[src/rtl/ffsa_pkg.sv]
// Shared types and constants for the first-fit segment allocator.
// Used by ffsa_ctrl and first_fit_segment_allocator; no dependencies.
package ffsa_pkg;

   localparam int OFS_W            = 20;
   localparam int SIZE_W           = 21;
   localparam int SEG_W            = 8;
   localparam int CSR_DATA_W       = 21;
   localparam int CSR_IDX_W        = 1;
   localparam int DEF_MAX_BLOCKS   = 32;
   localparam int DEF_OFFSET_BITS  = 20;

   localparam logic [SIZE_W-1:0] SEG_MAX = 21'd1048576;

   typedef enum logic [CSR_IDX_W-1:0] {
      REG_SEGMENT_SIZE = 1'b0,
      REG_SEGMENT_ID   = 1'b1
   } reg_index_type;

   typedef enum logic {
      CMD_ALLOC = 1'b0,
      CMD_FREE  = 1'b1
   } cmd_type;

   typedef enum logic [1:0] {
      ST_OK        = 2'd0,
      ST_NO_FIT    = 2'd1,
      ST_NOT_FOUND = 2'd2,
      ST_FULL      = 2'd3
   } status_type;

   typedef struct packed {
      cmd_type             command;
      logic [SIZE_W-1:0]   request_size;
      logic [OFS_W-1:0]    free_offset;
   } req_type;

   typedef struct packed {
      status_type          status;
      logic [OFS_W-1:0]    block_offset;
      logic [SIZE_W-1:0]   block_size;
      logic [SEG_W-1:0]    segment_number;
   } rsp_type;

   typedef struct packed {
      status_type          status;
      logic [OFS_W-1:0]    block_offset;
      logic [SIZE_W-1:0]   block_size;
   } result_type;

   typedef struct packed {
      logic [OFS_W-1:0]    offset;
      logic [SIZE_W-1:0]   size;
      logic                free;
   } entry_type;

endpackage

[src/rtl/ffsa_ctrl.sv]
// Block table memory and the sequencer that scans, shifts and rewrites it.
// Depends on ffsa_pkg.
module ffsa_ctrl #(
   parameter int MAX_BLOCKS  = ffsa_pkg::DEF_MAX_BLOCKS,
   parameter int OFFSET_BITS = ffsa_pkg::DEF_OFFSET_BITS
) (
   input  logic                        clock,
   input  logic                        reset,
   input  logic                        init_req,
   input  logic [ffsa_pkg::SIZE_W-1:0] seg_size,
   input  logic                        req_valid,
   output logic                        req_stall,
   input  ffsa_pkg::req_type           req_payload,
   input  logic                        out_ready,
   output logic                        res_valid,
   output ffsa_pkg::result_type        res
);
   import ffsa_pkg::*;

   localparam int IW = $clog2(MAX_BLOCKS);
   localparam int CW = $clog2(MAX_BLOCKS + 1);
   localparam logic [CW-1:0] CNT_MAX = CW'(MAX_BLOCKS);
   localparam logic [OFS_W-1:0] OFS_MASK = (OFFSET_BITS >= OFS_W) ? {OFS_W{1'b1}} :
      OFS_W'((64'd1 << OFFSET_BITS) - 64'd1);

   typedef enum logic [10:0] {
      S_INIT  = 11'b000_0000_0001,
      S_IDLE  = 11'b000_0000_0010,
      S_SCAN  = 11'b000_0000_0100,
      S_SHUP  = 11'b000_0000_1000,
      S_SPLIT = 11'b000_0001_0000,
      S_MARK  = 11'b000_0010_0000,
      S_NEXT  = 11'b000_0100_0000,
      S_JOIN  = 11'b000_1000_0000,
      S_SHDN  = 11'b001_0000_0000,
      S_MERGE = 11'b010_0000_0000,
      S_RESP  = 11'b100_0000_0000
   } state_type;

   entry_type mem [MAX_BLOCKS];
   entry_type rdata_ff;

   logic            mem_we;
   logic [IW-1:0]   mem_waddr;
   logic [IW-1:0]   mem_raddr;
   entry_type       mem_wdata;

   state_type          state_ff, state_in;
   logic [CW-1:0]      cnt_ff, cnt_in;
   logic [IW-1:0]      idx_ff, idx_in;
   logic [IW-1:0]      start_ff, start_in;
   logic [CW-1:0]      wr_ptr_ff, wr_ptr_in;
   cmd_type            cmd_ff, cmd_in;
   logic [SIZE_W-1:0]  req_size_ff, req_size_in;
   logic [OFS_W-1:0]   ofs_ff, ofs_in;
   entry_type          cur_ff, cur_in;
   entry_type          prev_ff, prev_in;
   logic               pf_ff, pf_in;
   logic               nf_ff, nf_in;
   logic [SIZE_W-1:0]  tot_ff, tot_in;
   logic [OFS_W-1:0]   base_ff, base_in;
   result_type         res_ff, res_in;

   logic               hit;
   logic               more;
   logic               pf_now;
   logic [1:0]         rem;
   logic [CW-1:0]      src;

   always_comb begin
      rem = {1'b0, pf_ff} + {1'b0, nf_ff};
      more = (CW'(idx_ff) + CW'(1)) < cnt_ff;
      pf_now = (idx_ff != '0) && prev_ff.free;
      if (cmd_ff == CMD_ALLOC) begin
         hit = rdata_ff.free && (rdata_ff.size >= req_size_ff);
      end else begin
         hit = rdata_ff.offset == ofs_ff;
      end
      src = '0;

      state_in    = state_ff;
      cnt_in      = cnt_ff;
      idx_in      = idx_ff;
      start_in    = start_ff;
      wr_ptr_in   = wr_ptr_ff;
      cmd_in      = cmd_ff;
      req_size_in = req_size_ff;
      ofs_in      = ofs_ff;
      cur_in      = cur_ff;
      prev_in     = prev_ff;
      pf_in       = pf_ff;
      nf_in       = nf_ff;
      tot_in      = tot_ff;
      base_in     = base_ff;
      res_in      = res_ff;
      mem_we      = 1'b0;
      mem_waddr   = '0;
      mem_wdata   = '0;
      mem_raddr   = '0;
      res_valid   = 1'b0;

      unique case (state_ff)
         S_INIT: begin
            mem_we    = 1'b1;
            mem_wdata = '{offset: '0, size: seg_size, free: 1'b1};
            cnt_in    = CW'(1);
            state_in  = S_IDLE;
         end
         S_IDLE: begin
            if (req_valid) begin
               cmd_in      = req_payload.command;
               req_size_in = req_payload.request_size;
               ofs_in      = req_payload.free_offset & OFS_MASK;
               idx_in      = '0;
               if (req_payload.command == CMD_ALLOC && req_payload.request_size == '0) begin
                  res_in   = '{status: ST_NO_FIT, block_offset: '0, block_size: '0};
                  state_in = S_RESP;
               end else begin
                  state_in = S_SCAN;
               end
            end
         end
         S_SCAN: begin
            prev_in = rdata_ff;
            if (hit) begin
               cur_in = rdata_ff;
               if (cmd_ff == CMD_ALLOC) begin
                  if (rdata_ff.size > req_size_ff) begin
                     if (cnt_ff == CNT_MAX) begin
                        res_in   = '{status: ST_FULL, block_offset: '0, block_size: '0};
                        state_in = S_RESP;
                     end else if (more) begin
                        mem_raddr = IW'(cnt_ff - CW'(1));
                        wr_ptr_in = cnt_ff;
                        state_in  = S_SHUP;
                     end else begin
                        state_in = S_SPLIT;
                     end
                  end else begin
                     state_in = S_MARK;
                  end
               end else begin
                  pf_in    = pf_now;
                  tot_in   = rdata_ff.size + (pf_now ? prev_ff.size : '0);
                  base_in  = pf_now ? prev_ff.offset : rdata_ff.offset;
                  start_in = pf_now ? idx_ff - IW'(1) : idx_ff;
                  if (more) begin
                     mem_raddr = idx_ff + IW'(1);
                     state_in  = S_NEXT;
                  end else begin
                     nf_in    = 1'b0;
                     state_in = S_JOIN;
                  end
               end
            end else if (more) begin
               mem_raddr = idx_ff + IW'(1);
               idx_in    = idx_ff + IW'(1);
            end else begin
               res_in = '{status: (cmd_ff == CMD_ALLOC) ? ST_NO_FIT : ST_NOT_FOUND,
                          block_offset: '0, block_size: '0};
               state_in = S_RESP;
            end
         end
         S_SHUP: begin
            mem_we    = 1'b1;
            mem_waddr = wr_ptr_ff[IW-1:0];
            mem_wdata = rdata_ff;
            if (wr_ptr_ff > CW'(idx_ff) + CW'(2)) begin
               mem_raddr = IW'(wr_ptr_ff - CW'(2));
               wr_ptr_in = wr_ptr_ff - CW'(1);
            end else begin
               state_in = S_SPLIT;
            end
         end
         S_SPLIT: begin
            mem_we    = 1'b1;
            mem_waddr = idx_ff + IW'(1);
            mem_wdata = '{offset: cur_ff.offset + OFS_W'(req_size_ff),
                          size: cur_ff.size - req_size_ff, free: 1'b1};
            cnt_in    = cnt_ff + CW'(1);
            state_in  = S_MARK;
         end
         S_MARK: begin
            mem_we    = 1'b1;
            mem_waddr = idx_ff;
            mem_wdata = '{offset: cur_ff.offset, size: req_size_ff, free: 1'b0};
            res_in    = '{status: ST_OK, block_offset: cur_ff.offset & OFS_MASK,
                          block_size: req_size_ff};
            state_in  = S_RESP;
         end
         S_NEXT: begin
            nf_in    = rdata_ff.free;
            tot_in   = tot_ff + (rdata_ff.free ? rdata_ff.size : '0);
            state_in = S_JOIN;
         end
         S_JOIN: begin
            src = CW'(start_ff) + CW'(1) + CW'(rem);
            if (rem != 2'd0 && src < cnt_ff) begin
               mem_raddr = src[IW-1:0];
               wr_ptr_in = CW'(start_ff) + CW'(1);
               state_in  = S_SHDN;
            end else begin
               state_in = S_MERGE;
            end
         end
         S_SHDN: begin
            mem_we    = 1'b1;
            mem_waddr = wr_ptr_ff[IW-1:0];
            mem_wdata = rdata_ff;
            src = wr_ptr_ff + CW'(1) + CW'(rem);
            if (src < cnt_ff) begin
               mem_raddr = src[IW-1:0];
               wr_ptr_in = wr_ptr_ff + CW'(1);
            end else begin
               state_in = S_MERGE;
            end
         end
         S_MERGE: begin
            mem_we    = 1'b1;
            mem_waddr = start_ff;
            mem_wdata = '{offset: base_ff, size: tot_ff, free: 1'b1};
            cnt_in    = cnt_ff - CW'(rem);
            res_in    = '{status: ST_OK, block_offset: base_ff & OFS_MASK, block_size: tot_ff};
            state_in  = S_RESP;
         end
         S_RESP: begin
            if (out_ready) begin
               res_valid = 1'b1;
               state_in  = S_IDLE;
            end
         end
         default: begin
            state_in = S_INIT;
         end
      endcase

      if (init_req) begin
         state_in = S_INIT;
      end
   end

   assign req_stall = state_ff != S_IDLE;
   assign res       = res_ff;

   always_ff @(posedge clock) begin
      if (mem_we) begin
         mem[mem_waddr] <= mem_wdata;
      end
      rdata_ff <= mem[mem_raddr];
   end

   always_ff @(posedge clock) begin
      if (reset) begin
         state_ff <= S_INIT;
         cnt_ff   <= CW'(1);
      end else begin
         state_ff <= state_in;
         cnt_ff   <= cnt_in;
      end
   end

   always_ff @(posedge clock) begin
      idx_ff      <= idx_in;
      start_ff    <= start_in;
      wr_ptr_ff   <= wr_ptr_in;
      cmd_ff      <= cmd_in;
      req_size_ff <= req_size_in;
      ofs_ff      <= ofs_in;
      cur_ff      <= cur_in;
      prev_ff     <= prev_in;
      pf_ff       <= pf_in;
      nf_ff       <= nf_in;
      tot_ff      <= tot_in;
      base_ff     <= base_in;
      res_ff      <= res_in;
   end

endmodule

[src/rtl/first_fit_segment_allocator.sv]
// Top level: configuration registers, table sequencer and result register.
// Depends on ffsa_pkg and ffsa_ctrl.
//
//   port group     dir   handshake          payload
//   req_*          in    req_valid/stall    ffsa_pkg::req_type
//   rsp_*          out   rsp_valid/stall    ffsa_pkg::rsp_type
//   csr_*          in    csr_write_en       csr_index, csr_wdata
//
// A request scans the table entries in order (one read a cycle from the
// single read port of the table), then shifts entries up on a split or down
// on a merge and rewrites the split, marked or merged entries.
// After reset or a segment_size write the table is reset to one free
// block. A waiting result does not block the next request.
module first_fit_segment_allocator #(
   parameter int MAX_BLOCKS  = ffsa_pkg::DEF_MAX_BLOCKS,
   parameter int OFFSET_BITS = ffsa_pkg::DEF_OFFSET_BITS
) (
   input  logic                             clock,
   input  logic                             reset,
   input  logic                             req_valid,
   output logic                             req_stall,
   input  ffsa_pkg::req_type                req_payload,
   output logic                             rsp_valid,
   input  logic                             rsp_stall,
   output ffsa_pkg::rsp_type                rsp_payload,
   input  logic                             csr_write_en,
   input  logic [ffsa_pkg::CSR_IDX_W-1:0]   csr_index,
   input  logic [ffsa_pkg::CSR_DATA_W-1:0]  csr_wdata
);
   import ffsa_pkg::*;

   logic [SIZE_W-1:0] seg_size_ff, seg_size_in;
   logic [SEG_W-1:0]  seg_id_ff, seg_id_in;
   logic              rsp_valid_ff, rsp_valid_in;
   rsp_type           rsp_ff, rsp_in;
   logic              init_req;
   logic              out_ready;
   logic              res_valid;
   result_type        res;

   always_comb begin
      seg_size_in = seg_size_ff;
      seg_id_in   = seg_id_ff;
      init_req    = 1'b0;
      if (csr_write_en) begin
         unique case (csr_index)
            REG_SEGMENT_SIZE: begin
               init_req = 1'b1;
               if (csr_wdata == '0) begin
                  seg_size_in = SIZE_W'(1);
               end else if (csr_wdata > SEG_MAX) begin
                  seg_size_in = SEG_MAX;
               end else begin
                  seg_size_in = csr_wdata;
               end
            end
            REG_SEGMENT_ID: begin
               seg_id_in = csr_wdata[SEG_W-1:0];
            end
            default: begin
            end
         endcase
      end
   end

   assign out_ready = !rsp_valid_ff || !rsp_stall;

   always_comb begin
      rsp_valid_in = rsp_valid_ff;
      rsp_in       = rsp_ff;
      if (res_valid) begin
         rsp_valid_in = 1'b1;
         rsp_in       = '{status: res.status, block_offset: res.block_offset,
                          block_size: res.block_size, segment_number: seg_id_ff};
      end else if (!rsp_stall) begin
         rsp_valid_in = 1'b0;
      end
   end

   ffsa_ctrl #(
      .MAX_BLOCKS  (MAX_BLOCKS),
      .OFFSET_BITS (OFFSET_BITS)
   ) u_ctrl (
      .clock       (clock),
      .reset       (reset),
      .init_req    (init_req),
      .seg_size    (seg_size_ff),
      .req_valid   (req_valid),
      .req_stall   (req_stall),
      .req_payload (req_payload),
      .out_ready   (out_ready),
      .res_valid   (res_valid),
      .res         (res)
   );

   assign rsp_valid   = rsp_valid_ff;
   assign rsp_payload = rsp_ff;

   always_ff @(posedge clock) begin
      if (reset) begin
         seg_size_ff  <= SEG_MAX;
         seg_id_ff    <= '0;
         rsp_valid_ff <= 1'b0;
      end else begin
         seg_size_ff  <= seg_size_in;
         seg_id_ff    <= seg_id_in;
         rsp_valid_ff <= rsp_valid_in;
      end
   end

   always_ff @(posedge clock) begin
      rsp_ff <= rsp_in;
   end

endmodule

[config.mk]
export PLATFORM = sky130hd
export DESIGN_NAME = first_fit_segment_allocator
export DESIGN_NICKNAME = d
export VERILOG_FILES = /design/src/rtl/ffsa_pkg.sv /design/src/rtl/ffsa_ctrl.sv /design/src/rtl/first_fit_segment_allocator.sv
export SDC_FILE = /design/constraint.sdc
export NUM_CORES = 2
export LEC_CHECK = 0
export BUFFER_PORTS_ARGS = -buffer_cell sky130_fd_sc_hd__buf_2
export CAP_MARGIN = 15
export CORE_MARGIN = 2
export CORE_UTILIZATION = 57
export CTS_BUF_LIST = sky130_fd_sc_hd__clkbuf_16
export CTS_CLUSTER_DIAMETER = 80
export DETAILED_ROUTE_END_ITERATION = 10
export PLACE_DENSITY = 0.73
export SETUP_SLACK_MARGIN = 0.1
export SLEW_MARGIN = 20
export SYNTH_ARGS = -nofsm -noshare
export SYNTH_HDL_FRONTEND = slang
export SYNTH_SLANG_ARGS = --single-unit
[constraint.sdc]
create_clock -name clock -period 4.95 [get_ports clock]
set_input_delay 0.99 -clock clock [delete_from_list [all_inputs] [get_ports clock]]
set_output_delay 0.99 -clock clock [all_outputs]
set_load 0.005 [all_outputs]
==> results.toml <==
[logic_synthesis]
ys.flop_type = "edfxtp_1"
yosys-top-cells-area = "edfxtp_1 69%, nand2_1 4.5%, ha_1 2.6%, dfxtp_1 2.5%, mux2i_1 2.4%"
seq_area_frac_synth = 0.7104
netlist_instances = 5029
synth_top_cell_by_area = "edfxtp_1"
synth_warnings = 0
mappedNetlistNets = 5250
synth_cell_type_count = 89
synth.top_cell.area_share = 0.6854
netlist_area_um2 = 71070
synth_seq_cells = 1711
syn_avg_cell_area_um2 = 14.13
async_reset_ff_frac = 0
synth_edf_count = 1622

[route]
vias = 49573
ant_nets = 0
first_iter_violations = 8014
wire_per_inst_um = 30.74
wl_um = 228200
drt_pass1_iterations = 8
drc = 0
drt-vias-per-instance = 6.677

[sta]
hold_viol_final = 0
min_period_over_period = 1.038
timing.final.crit_period_ns = 5.141
timing_max_transition_violations_final = 0
max_freq_mhz = 194.5
remaining_max_slew_budget_at_the_tightest_pin = 0.2497
worst_slew_pin_slew_ns = 1.125
rsz_0062_raised_after_global_routing = "yes"
final.setup.tns_ns = -3.012
final_critical_path_setup_slack_ns = -0.1905
final.setup_skew_ns = 0.03589
final-setup-viol-count = 39

[worst_setup_path]
reg2reg_depth = 23
crit_chain = "ha_4, ha_1, a21oi_1, nor2_1, maj3_1, a21oi_2, nor2b_1, ha_1, a211o_1, buf_4, a21o_1, buf_6, nor2_4, a32oi_2, o2111ai_4, buf_12, buf_16, buf_6, mux2_1, a222oi_1, a21oi_1, a211oi_2, nor4_1"
data_arrival_time_at_the_worst_slack_endpoint_ns = 5.82
crit_path_max_incr_delay_ns = 0.45
startpoint_type = "register"
cp-end-kind = "register"
cp-startpoint = "u_ctrl.start_ff[0]$_DFFE_PP_"
critPathMaxFanout = 8
worst_path_max_delay_cell = "edfxtp_1"
regToRegEndpoint = "u_ctrl.rdata_ff[6]$_DFF_P_"
reg2reg_setup_slack_ns = -0.19
cp_data_required_time_ns = 5.63
r2r-start = "u_ctrl.start_ff[0]$_DFFE_PP_"
timing.setup.critical_path_class = "reg2reg"

[pwr]
vdd_ir_drop_max_mv = 0.4290
leakagePower_nw = 30.08
pwr_density_cell_nw_per_um2 = 341.4

[clock_tree]
worst_skew_pair.late_latency_ns = 0.83
clk_root_buffer_cell = "clkbuf_16"
clk_path_buf_depth = 3
cts.sink_count = 1711
cts_made_buffers = 168
cts_tree = "yes"
clkSlewWorstSetupHoldPaths_ns = 0.07
cts_hold_buffers = 0
htree_num_levels = 4

[finish]
flow.area_growth_from_synthesis_pct = 23.22
ff_latch_area_um2 = 50490
final_cell_area_um2 = 87570
layout-drive-gt1-share = 0.2354
multi_input_logic_area_um2 = 21330
design.final.nets = 5864
n_fill_cell = 7627

[die]
die_height_um = 357.1
die_width_um = 357.1
initial_core_util = 0.5748
floorplan.die_area_um2 = 127500
rows = 129
design.core.area_um2 = 123600
pin_count = 122

[status]
run_status = "complete, but fails checks"
violated_checks = "setup timing"

[min_path]
hold_depth = 1
hold_path_class = "in2reg"
worst_hold_path.endpoint = "u_ctrl.ofs_ff[0]$_DFFE_PP_"
worst_hold_startpoint = "req_payload[0]"

[global_routing]
globalRoute.totalOverflow = 0
grt_antenna_before_repair = 2
grtUsageTotal = 0.3362
first_global_vias = 46628
grt_max_degree = 50
grt_pass1_wl_um = 309800

[placed_design]
quantity_of_i_o_buffers_inserted_on_ports = 121
dp_hpwl_um = 131700
place_congestion = 1.001
place_worst_setup_slack_ns = -0.5763
dpl-instance-area_um2 = 77580

[job]
cap_violations = 0
-- area by class of cell --
class,instances,share of cell area
antenna,2,0.00005715
sequential,1711,0.5765
inverter,83,0.003558
clock inverter,139,0.01286
tap,1637,0.02339
timing repair buffer,716,0.09057
multi-input combinational,2963,0.2436
clock buffer,173,0.04944
-- placed cells by master (no fill, tap or decap), types with 21 or more instances in the layout --
master / instances
a211oi_2: 33
a21o_1: 22
o21ai_0: 59
clkbuf_16: 201
a222oi_1: 47
clkinv_2: 28
a31oi_4: 24
o221ai_1: 38
xor2_1: 46
ha_1: 139
a221oi_2: 23
nand3_1: 264
a221oi_1: 28
a31oi_1: 90
buf_6: 38
nand2_1: 848
mux2_2: 48
edfxtp_1: 1622
a21oi_1: 159
buf_12: 128
a22o_1: 61
buf_4: 363
and2_1: 50
mux2_4: 32
o21ai_2: 21
xnor2_1: 67
clkinv_1: 40
a32oi_1: 65
nor4_1: 49
nor3_1: 39
dfxtp_1: 89
a31oi_2: 24
nor2_4: 40
buf_16: 23
nor2_1: 105
inv_1: 112
mux2i_1: 169
buf_2: 121
a32oi_2: 21
-- worst max-delay path: cells and delay by family (launching register included) --
family	cells	cell delay [ns]
fa+ha+maj	4	1.25
compound gates	9	1.81
mux	1	0.34
flops	1	0.45
buf+inv	5	0.75
simple gates	4	0.37
-- repair_timing --
| action | in CTS | in global routing |
|---|---|---|
| pin swaps | 90 | 138 |
| setup endpoints to repair | 42 | 77 |
| cloned | 13 | 31 |
| setup buffers | 42 | 74 |
| gates resized for setup | 151 | 276 |
-- worst max-delay path by stage --
stage / to / depth (start not counted)
final: u_ctrl.rdata_ff[6]$_DFF_P_ / 23
after global routing: u_ctrl.rdata_ff[6]$_DFF_P_ / 25
after CTS: u_ctrl.rdata_ff[38]$_DFF_P_ / 25
after detailed placement: u_ctrl.rdata_ff[3]$_DFF_P_ / 23
after global placement: u_ctrl.rdata_ff[3]$_DFF_P_ / 21
after floorplan: u_ctrl.mem[0][19]$_DFFE_PP_ / 14
-- stage by stage --
stage,utilization,power [W],instances,hold WS (ns)
2_1_floorplan,-,0.01689,5029,0.4003
3_3_place_gp,0.6275,0.01737,6954,0.4025
3_5_place_dp,0.6275,0.01740,6954,0.4045
4_1_cts,0.6843,0.02983,7321,0.3062
5_1_grt,0.7083,0.03057,7422,0.3134
6_report,0.7083,0.02990,7424,0.3448
-- where the power goes --
| part | switching (W) | internal [W] | total [W] |
|---|---|---|---|
| Clock | 0.00557 | 0.00715 | 0.0127 |
| Sequential | 0.000232 | 0.0159 | 0.0161 |
| Combinational | 0.000669 | 0.000415 | 0.00108 |
-- routing by layer --
metal	GRT usage	vias to the layer above	part of all wire	wire, µm
li1	-	20670	-	-
met3	0.07561	729	0.13	30310
met5	0	-	0.00035	81
met2	0.5079	3899	0.45	101800
met4	0.1770	2	0.063	14410
met1	0.4601	24273	0.36	81580
-- logic make-up (layout without fill, tap and decap cells) --
logic type | after synthesis | count (layout) | share of synthesized area
AOI/OAI and AO/OA | 879 | 879 | 0.08998
other | 0 | 2 | 0
adders and majority gates | 154 | 154 | 0.02778
DFF | 1711 | 1711 | 0.7104
muxes | 255 | 255 | 0.03755
buffers and inverters | 355 | 1111 | 0.02225
xor gates and xnor gates | 116 | 116 | 0.01430
and+or+nand+nor | 1559 | 1559 | 0.09771
-- cells in the mapped netlist (all sizes together) (7+ instances only) --
| library cell | number |
|---|---|
| buf | 147 |
| nor2b | 18 |
| a21oi | 168 |
| xnor2 | 70 |
| and3 | 11 |
| a211oi | 49 |
| a221o | 11 |
| o211ai | 13 |
| o21a | 13 |
| nand3b | 9 |
| a222oi | 47 |
| nor3b | 8 |
| nand2 | 854 |
| a22o | 61 |
| nor3 | 41 |
| a221oi | 52 |
| o41ai | 11 |
| inv | 82 |
| and2 | 54 |
| nand3 | 296 |
| clkbuf | 125 |
| nand4 | 18 |
| dfxtp | 89 |
| mux2i | 171 |
| o21ai | 85 |
| fa | 7 |
| xor2 | 46 |
| nor4 | 66 |
| edfxtp | 1622 |
| ha | 145 |
| a21boi | 8 |
| o21bai | 8 |
| a21o | 23 |
| a32oi | 86 |
| nand2b | 12 |
| mux2 | 83 |
| a211o | 9 |
| nor2 | 147 |
| a31oi | 138 |
| o221ai | 48 |
| or3 | 7 |
-- registers in the layout, indices dropped and copies added (netlist names), 8 cells and up --
name and cells:
seg_id_ff 8, u_ctrl.state_ff 11, u_ctrl.tot_ff 21, u_ctrl.cur_ff 41, u_ctrl.rdata_ff 42, u_ctrl.mem 1344
u_ctrl.prev_ff 42, u_ctrl.req_size_ff 21, seg_size_ff 21, u_ctrl.ofs_ff 20, u_ctrl.res 43, u_ctrl.base_ff 20
rsp_payload 51
No activity file was read; power rests on OpenSTA's default activity.
